File: src/rtl/obfl_pkg.sv
`default_nettype none
package obfl_pkg;

   // Table sizes: powers of two, so ids and ticks reduce by truncation.
   localparam int ORDER_SLOTS  = 1024;
   localparam int PRICE_LEVELS = 1024;
   localparam int QTY_BITS     = 32;

   localparam int OID_W       = $clog2(ORDER_SLOTS);
   localparam int PRICE_W     = $clog2(PRICE_LEVELS);
   localparam int LEVEL_COUNT = 2 * PRICE_LEVELS;
   localparam int LV_W        = $clog2(LEVEL_COUNT);
   localparam int LINK_W      = OID_W + 1;
   localparam int CNT_W       = 11;
   localparam int SUM_W       = 42;

   localparam logic [LINK_W-1:0] NULL_LINK = LINK_W'(ORDER_SLOTS);

   localparam logic [1:0] MODE_ADD    = 2'd0;
   localparam logic [1:0] MODE_REMOVE = 2'd1;
   localparam logic [1:0] MODE_CHANGE = 2'd2;

   localparam logic [2:0] STATUS_ADDED     = 3'd0;
   localparam logic [2:0] STATUS_PRESENT   = 3'd1;
   localparam logic [2:0] STATUS_REMOVED   = 3'd2;
   localparam logic [2:0] STATUS_NOT_FOUND = 3'd3;
   localparam logic [2:0] STATUS_CHANGED   = 3'd4;

   typedef enum logic [3:0] {
      ST_CLEAR,
      ST_IDLE,
      ST_RD_ORD,
      ST_CHK,
      ST_UNLINK,
      ST_ADD_RD,
      ST_ADD_WR,
      ST_ADD_LINK,
      ST_RESP
   } state_type;

   typedef struct packed {
      logic       load_req;
      logic       clr_wr;
      logic       unlink_wr;
      logic       add_wr;
      logic       link_wr;
      logic       rd_new_level;
      logic       set_pend;
      logic       pend_zero;
      logic [2:0] pend_status;
      logic       load_rsp;
   } cmd_type;

   typedef struct packed {
      logic [1:0] mode;
      logic       present;
      logic       tail_valid;
      logic       rsp_free;
      logic       clr_last;
   } sts_type;

endpackage
`default_nettype wire

File: src/rtl/obfl_ctrl.sv
`default_nettype none
module obfl_ctrl
   import obfl_pkg::*;
(
   input  wire logic    clock,
   input  wire logic    reset,
   input  wire logic    req_valid,
   output logic         req_stall,
   input  wire sts_type sts,
   output cmd_type      cmd
);

   state_type state_ff;
   state_type state_in;

   always_ff @(posedge clock) begin
      if (reset) begin
         state_ff <= ST_CLEAR;
      end else begin
         state_ff <= state_in;
      end
   end

   // next state
   always_comb begin
      state_in = state_ff;
      case (state_ff)
         ST_CLEAR: begin
            if (sts.clr_last) state_in = ST_IDLE;
         end
         ST_IDLE: begin
            if (req_valid) state_in = ST_RD_ORD;
         end
         ST_RD_ORD: state_in = ST_CHK;
         ST_CHK: begin
            if (sts.mode == MODE_ADD) begin
               state_in = sts.present ? ST_RESP : ST_ADD_RD;
            end else if ((sts.mode == MODE_REMOVE || sts.mode == MODE_CHANGE)
                         && sts.present) begin
               state_in = ST_UNLINK;
            end else begin
               state_in = ST_RESP;
            end
         end
         ST_UNLINK: begin
            state_in = (sts.mode == MODE_REMOVE) ? ST_RESP : ST_ADD_RD;
         end
         ST_ADD_RD: state_in = ST_ADD_WR;
         ST_ADD_WR: begin
            state_in = sts.tail_valid ? ST_ADD_LINK : ST_RESP;
         end
         ST_ADD_LINK: state_in = ST_RESP;
         ST_RESP: begin
            if (sts.rsp_free) state_in = ST_IDLE;
         end
         default: state_in = ST_CLEAR;
      endcase
   end

   // outputs
   always_comb begin
      cmd       = '0;
      req_stall = (state_ff != ST_IDLE);
      case (state_ff)
         ST_CLEAR: cmd.clr_wr = 1'b1;
         ST_IDLE:  cmd.load_req = req_valid;
         ST_CHK: begin
            if (sts.mode == MODE_ADD) begin
               if (sts.present) begin
                  cmd.set_pend    = 1'b1;
                  cmd.pend_zero   = 1'b1;
                  cmd.pend_status = STATUS_PRESENT;
               end
            end else if (!((sts.mode == MODE_REMOVE || sts.mode == MODE_CHANGE)
                           && sts.present)) begin
               cmd.set_pend    = 1'b1;
               cmd.pend_zero   = 1'b1;
               cmd.pend_status = STATUS_NOT_FOUND;
            end
         end
         ST_UNLINK: begin
            cmd.unlink_wr = 1'b1;
            if (sts.mode == MODE_REMOVE) begin
               cmd.set_pend    = 1'b1;
               cmd.pend_status = STATUS_REMOVED;
            end
         end
         ST_ADD_RD: cmd.rd_new_level = 1'b1;
         ST_ADD_WR: begin
            cmd.add_wr      = 1'b1;
            cmd.set_pend    = 1'b1;
            cmd.pend_status = (sts.mode == MODE_ADD) ? STATUS_ADDED : STATUS_CHANGED;
         end
         ST_ADD_LINK: cmd.link_wr = 1'b1;
         ST_RESP: cmd.load_rsp = sts.rsp_free;
         default: cmd = '0;
      endcase
   end

endmodule
`default_nettype wire

File: config.mk
export PLATFORM = sky130hd
export DESIGN_NAME = obfl_ctrl
export DESIGN_NICKNAME = d
export VERILOG_FILES = /design/src/rtl/obfl_pkg.sv /design/src/rtl/obfl_ctrl.sv
export SDC_FILE = /design/constraint.sdc
export NUM_CORES = 1
export LEC_CHECK = 0
export BUFFER_PORTS_ARGS = -buffer_cell sky130_fd_sc_hd__clkbuf_2
export CORE_AREA = 2 2 39 41
export DETAILED_ROUTE_END_ITERATION = 10
export DIE_AREA = 0 0 41 43
export PLACE_DENSITY_LB_ADDON = 0.05
export SYNTH_ARGS = -nofsm -noshare
export SYNTH_HDL_FRONTEND = slang
export SYNTH_SLANG_ARGS = --single-unit
File: constraint.sdc
create_clock -name clock -period 1.6 [get_ports clock]
set_clock_uncertainty 0.2 [all_clocks]
set_input_delay 0.32 -clock clock [delete_from_list [all_inputs] [get_ports clock]]
set_output_delay 0.32 -clock clock [all_outputs]
set_load 0.02 [all_outputs]
==> impl_results.md, run 1 <==
* Final setup TNS at -2.40 ns
* Synth async-reset ratio at 0%
* Syn Area/Cell at 7.47 um2
* Netlist cell types at 31
* Type of the most critical hold path: primary input to flop
* Clock buffer depth at 2
* Root Buffer: clkbuf_4
* Synthesis Warnings at 0
* Max FO, Critical Path at 4
* Setup CP Type: primary input to primary output
* RSZ-0062 raised after global routing: true
* Final ANT Viol Nets at 0
* CTS tree: yes
* Detailed-route via count at 626
* Max reg flops at 4
* Vias in the first global route at 561
* Main flop type after synthesis: dfxtp_1
* Port bufs at 21
* Relative slew slack at 71.3%
* # hold bufs at CTS at 0
* Fin area at 1160 um2
* Layout Area Growth over Synthesis at 154%
* Pleak at 0.548 nW
* Slew @ Worst Pin at 0.431 ns
* Routability cong. at 0.712
* Crit path max-delay family: simple AND/OR/NAND/NOR gates
* Rows at 14
* Post-Syn Area at 455 um2
* Pwr dens at 443 nW/um2
* # diodes at 0
* Nets at 127
* Hold Vio Cnt, Final at 0
* Tot Pwr at 0.513 mW
* Crit path cell chain: clkbuf_16, inv_12, ha_4, nor2b_4, o21bai_4, or2_4, nand3b_1, clkbuf_8
* DRC at 0
* Chip width at 41 um
* GRT overflow at 0
* Failing checks: negative setup slack
* Share of cells above drive strength 1 at 76.3%
* Slew Limit Fails at 0
* Cells after synthesis at 61
* FILL cells at 74
* Number of flops mapped to enable cells by yosys at 0
* Sink Count at 4
* Max Cap Viol at 0
* VDD IR max at 0.000331 V
* Htree depth at 1
* Post-DP HPWL at 979 um
* Slowest stage cell on the critical path: or2_4
* Largest regs: state_ff x4
* Status: finished, violations left
* Max incr delay on CP at 0.26 ns
* WP buf/inv at 3
* Core region area at 1380 um2
* Startpoint Class: primary input
* Final worst-path setup slack at -0.311 ns
* Vias per cell at 4.82
* Sequential area share after synthesis at 17.6%
* CP Data Required Time at 1.08 ns
* Routed len/inst at 13.1 um
* Die area at 1760 um2
* Initial antenna violation count at 0
* Drt first-iter violations at 8
* Largest reg by FF count: state_ff
* Largest net degree at the start of global routing at 9
* Initial core utilization at 32.9%
* Clk Latency, worst-skew pair at 0.24 ns
* Aggregate global-route resource usage at 19.5%
* Reg clk slew, reported paths at 0.04 ns
* Critical Path AT at 1.39 ns
* Syn Nets at 72
* Max Freq at 0.523 GHz
* Die Y at 43 um
* TritonCTS buffer count at 3
* TritonRoute pass-1 iters at 4
* Placed inst area at 748 um2
* Final wirelength at 1.70 mm
* Synthesized flop and latch total at 4
* Final setup fails at 14
* Fin crit share at 119%
* First-pass GRT wire length at 2.39 mm
* Setup crit end kind: primary output
* Total I/O pin count at 22
* Crit path time final at 1.91 ns
==> what timing repair did <==
action | 4_1_cts | 5_1_grt
gates resized for setup | 41 | 33
setup buffers | 11 | 5
setup endpoints to repair | 14 | 14
cloned | 0 | 0
pin swaps | 11 | 12
hold endpoints to repair | 0 | 0
==> cells in the mapped netlist (all sizes together), types with 2 or more instances <==
| master | number | area (um2) |
|---|---|---|
| inv | 7 | 26.3 |
| buf | 4 | 41.3 |
| a21oi | 2 | 10.0 |
| ha | 2 | 25.0 |
| nand2 | 5 | 18.8 |
| nand2b | 3 | 18.8 |
| nor3 | 4 | 30.0 |
| nor2 | 4 | 22.5 |
| dfxtp | 4 | 80.1 |
| and3 | 4 | 25.0 |
| nor2b | 3 | 18.8 |
| o21ai | 4 | 20.0 |
==> cells in the final DEF (no fill, tap or decap), types with 2 or more instances in the layout <==
master / netlist / final
o21ai_0: 2 / 2
clkbuf_2: 0 / 6
clkbuf_4: 0 / 3
nand2_1: 5 / 2
nor2b_4: 0 / 2
buf_8: 0 / 5
inv_1: 7 / 5
and3_1: 4 / 2
nor2_4: 1 / 2
nor2_1: 3 / 2
dfxtp_4: 0 / 3
a21oi_1: 2 / 2
buf_6: 3 / 12
clkbuf_8: 0 / 5
nand2b_1: 3 / 2
and3_4: 0 / 2
nor3_4: 0 / 3
nand2_2: 0 / 2
buf_4: 1 / 25
==> layout make-up <==
cell class / instances / area, um2 / area share, %
Clock buffer: 3 / 22.5 / 1.95
Inverter: 7 / 43.8 / 3.78
Sequential cell: 4 / 92.6 / 8.00
Multi-Input combinational cell: 46 / 457 / 39.5
Timing Repair Buffer: 54 / 522 / 45.1
Tap cell: 16 / 20.0 / 1.73
==> power by group <==
part | switching [mW] | internal, mW
Combinational | 0.121 | 0.146
Clock | 0.0482 | 0.0844
Sequential | 0.00925 | 0.104
==> routing by layer <==
metal  up-vias  part of all wire [%]  GRT usage, %
li1        324                     -             -
met1       282                    40          25.0
met2        20                    55          30.0
met3         0                   5.1          7.33
met4         0                     0          4.00
met5         -                     0             0
==> cells by family after synthesis <==
kind of cell	count (synthesis)	synth area share, %
and+or+nand+nor	29	37.9
DFF	4	17.6
AOI/OAI and AO/OA	15	24.2
adders and majority gates	2	5.49
buffers and inverters	11	14.8
==> worst reg2reg max path: stages (launching register included) <==
cell and delay (ns):
dfxtp_4 0.35, buf_8 0.14, buf_6 0.12, a21boi_2 0.14, o32ai_2 0.09, a222oi_1 0.38, a2111oi_2 0.09
==> metrics by stage <==
stage | util [%] | worst slack (ns) | std cells | hold slack [ns]
floorplan | - | -0.125 | 61 | 0.189
global placement | 54.1 | -0.389 | 112 | 0.366
detailed placement | 54.1 | -0.407 | 112 | 0.372
CTS | 74.3 | -0.306 | 126 | 0.116
global route | 83.6 | -0.337 | 130 | 0.111
finish | 83.6 | -0.311 | 130 | 0.106
==> worst paths after layout <==
| check | from | endpoint | slack (ns) | depth (start not counted) |
|---|---|---|---|---|
| max | sts[5] | cmd[5] | -0.31 | 8 |
| min | reset | state_ff[3]$_SDFFE_PP0P_ | 0.11 | 2 |
| max reg2reg | state_ff[1]$_SDFFE_PP0P_ | state_ff[0]$_SDFFE_PP0P_ | -0.05 | 6 |
| min reg2reg | state_ff[0]$_SDFFE_PP0P_ | state_ff[3]$_SDFFE_PP0P_ | 0.44 | 3 |
Note: power is estimated with default switching activity, not from simulation.
==> run 2, diff against run 1 <==
ABC_AREA = 1   (was unset)
GPL_ROUTABILITY_DRIVEN = 0   (was unset)
==> run 2 against run 1 <==
Compared with the run above:
- synthesized area decreased by 0.27%
- the flow still finishes with violations (negative setup slack)
- critical path type unchanged
- die area is the same
- register-to-register slack improved by 0.10 ns
- highest routed layer is now met4
- critical path depth up 1
- final area increased by 8.5%
==> impl_results.md, run 2 <==
* Status: finished, violations left
* Failing checks: negative setup slack
* Initial antenna violation count at 0 (unchanged)
* Top-count cell post-synth: inv_1
* Placed inst area at 774 um2 (+3.5%)
* Hold Vio Cnt, Final at 0 (unchanged)
* Htree depth at 1 (unchanged)
* CP Data Required Time at 1.08 ns (about the same)
* TritonCTS buffer count at 3 (unchanged)
* FILL cells at 60 (-19%)
* Fin crit share at 116% (-3.0 points)
* Post-Layout Cell Count at 149 (+15%)
* Most common cell after layout, fill and taps aside: buf_4
* Reg clk slew, reported paths at 0.03 ns (about the same)
* Detailed-route via count at 780 (+25%)
* Slew @ Worst Pin at 0.224 ns (-0.207 ns)
* DRC at 0 (unchanged)
* WHS Endpoint: state_ff[0]$_SDFFE_PP0P_
* Final Util at 90.8% (+7.1 points)
* Die area at 1760 um2 (unchanged)
* Max Freq at 0.537 GHz (+2.6%)
* Final hold slack at 0.101 ns (-0.00440 ns)
* Cells after synthesis at 76 (+25%)
* Synthesis Warnings at 0 (unchanged)
* Die Y at 43 um (unchanged)
* Vias per cell at 5.23 (+8.7%)
* Setup crit end kind: primary output
* Root Buffer: clkbuf_4
* Final wirelength at 2.52 mm (+48%)
* Port bufs at 21 (unchanged)
* Pleak at 0.617 nW (+13%)
* Hold_sp: reset
* Sink Count at 4 (unchanged)
* Max incr delay on CP at 0.20 ns (-0.06 ns)
* Max FO, Critical Path at 4 (unchanged)
* Worst R2R Setup Slack at 0.05 ns (+0.10 ns)
* Relative slew slack at 85.0% (+14 points)
* CTS tree: yes
* WP buf/inv at 4 (+1)
* Initial core utilization at 32.8% (-0.090 points)
* Syn Area/Cell at 5.98 um2 (-20%)
* Slowest stage cell on the critical path: a21oi_4
* Type of the most critical hold path: primary input to flop
* # hold bufs at CTS at 0 (unchanged)
* Synth async-reset ratio at 0% (unchanged)
* GRT overflow at 0 (unchanged)
* Pwr dens at 745 nW/um2 (+68%)
* Share of cells above drive strength 1 at 78.9% (+2.6 points)
* Placed cell count at 130 (+16%)
* Clk Latency, worst-skew pair at 0.24 ns (about the same)
* Critical Path AT at 1.34 ns (-0.05 ns)
* Setup CP Type: primary input to primary output
* Largest net degree at the start of global routing at 7 (-2)
* Sequential area share after synthesis at 17.6% (+0.048 points)
* Commonest cells post-synth: inv_1 (17), nand2_1 (15), nor2_1 (11), nand3_1 (6)
* Final ANT Viol Nets at 0 (unchanged)
* Crit path max-delay family: buffers and inverters
* Worst r2r path cells at 9 (+3)
* Final worst-path setup slack at -0.262 ns (+0.0484 ns)
* # diodes at 0 (unchanged)
* First-pass GRT wire length at 2.63 mm (+10%)
* Drt first-iter violations at 31 (+23)
* Rows at 14 (unchanged)
* Synthesized flop and latch total at 4 (unchanged)
* VDD IR max at 0.000441 V (+33%)
* Crit path cell chain: clkbuf_16, inv_12, ha_4, nand2_2, inv_2, a21oi_4, nand3_4, nand3_4, buf_8
* Post-synth top area share at 17.6% (+0.048 points)
* Hold Crit Depth at 2 (unchanged)
* Leading post-synthesis cells by cell area: dfxtp_1 (18%), inv_1 (14%), nand2_1 (12%)
* Vias in the first global route at 636 (+13%)
* Main flop type after synthesis: dfxtp_1
* Max Cap Viol at 0 (unchanged)
* Most repeated library cell on the critical path: nand3_4
* Nets at 146 (+15%)
* Fin area at 1260 um2 (+8.5%)
* Commonest cells after routing, fill and taps aside: buf_4 (23), buf_6 (17), nor2_4 (11)
* Post-DP HPWL at 1.01 mm (+3.6%)
* Yosys top cell by area: dfxtp_1
* Largest reg by FF count: state_ff
* Largest regs: state_ff x4
* Tot Pwr at 0.936 mW (+82%)
* Total I/O pin count at 22 (unchanged)
* Routed len/inst at 16.9 um (+29%)
* Core region area at 1380 um2 (unchanged)
* Worst R2R End: state_ff[1]$_SDFFE_PP0P_
* Clock buffer depth at 2 (unchanged)
* Number of flops mapped to enable cells by yosys at 0 (unchanged)
* Final setup fails at 14 (unchanged)
* Max reg flops at 4 (unchanged)
* Netlist cell types at 22 (-29%)
* RSZ-0062 raised after global routing: true
* Syn Nets at 87 (+21%)
* Chip width at 41 um (unchanged)
* Layout Area Growth over Synthesis at 177%
* Startpoint Class: primary input
* Post-Syn Area at 454 um2 (-0.27%)
* TritonRoute pass-1 iters at 4 (unchanged)
* R2r startpoint: state_ff[3]$_SDFFE_PP0P_
* Aggregate global-route resource usage at 22.2% (+2.7 points)
* Slew Limit Fails at 0 (unchanged)
* Crit path time final at 1.86 ns (-0.0484 ns)
[run 2: per-stage QoR]
stage / TNS (ns) / setup WS (ns)
after detailed placement: -1.29 / -0.360
after floorplan: -0.0354 / -0.0313
final: -2.13 / -0.262
after global placement: -1.23 / -0.349
after CTS: -1.86 / -0.216
after global routing: -2.73 / -0.320
[run 2: worst register-to-register path, delay by kind of cell (launching register included)]
family / cells / cell delay [ns]
AO/OA/AOI/OAI: 1 / 0.08
buffers and inverters: 4 / 0.51
flip-flops: 1 / 0.37
AND/OR/NAND/NOR: 4 / 0.34
[run 2: cell families (layout without fill, tap and decap cells)]
family	after synthesis	in the layout	share of synthesized area, %
compound gates	5	5	7.44
fa+ha+maj	2	2	5.51
buf+inv	21	78	18.2
flops	4	4	17.6
simple gates	44	44	51.2
[run 2: final cells by class]
class / count / area [um2] / share of cell area (%)
flip-flops and latches: 4 / 95.1 / 7.57
repair buffers: 55 / 539 / 42.9
well taps: 16 / 20.0 / 1.59
multi-input cells: 51 / 484 / 38.5
clock buffers: 3 / 22.5 / 1.79
inverters: 20 / 95.1 / 7.57
[run 2: timing repair]
item,in CTS,in global routing
gates resized for setup,54,45
endpoints found under the setup margin,13,14
pin swaps,15,14
gates cloned,0,0
setup buffers,17,3
[run 2: worst max-delay path by stage]
| stage | start | cells past startpoint | slack (ns) | end |
|---|---|---|---|---|
| after floorplan | state_ff[3]$_SDFFE_PP0P_ | 3 | -0.03 | cmd[2] |
| after global placement | sts[5] | 9 | -0.35 | cmd[5] |
| after detailed placement | sts[5] | 9 | -0.36 | cmd[5] |
| after CTS | sts[4] | 9 | -0.22 | cmd[5] |
| after global routing | state_ff[2]$_SDFFE_PP0P_ | 7 | -0.32 | cmd[2] |
| final | sts[5] | 9 | -0.26 | cmd[5] |
[run 2: power breakdown]
| group | internal, mW | switching, mW | leakage, nW |
|---|---|---|---|
| Combinational | 0.331 | 0.315 | 0.568 |
| Sequential | 0.120 | 0.0381 | 0.0355 |
| Clock | 0.0843 | 0.0471 | 0.0138 |
[run 2: routing by layer]
metal / up-vias / track usage, % / part of all wire (%) / routed length [um]
li1: 348 / - / - / -
met1: 373 / 23.5 / 35 / 879
met2: 43 / 37.8 / 54 / 1370
met3: 16 / 7.33 / 4.6 / 115
met4: 0 / 8.67 / 6.2 / 156
met5: - / 0 / 0 / 0
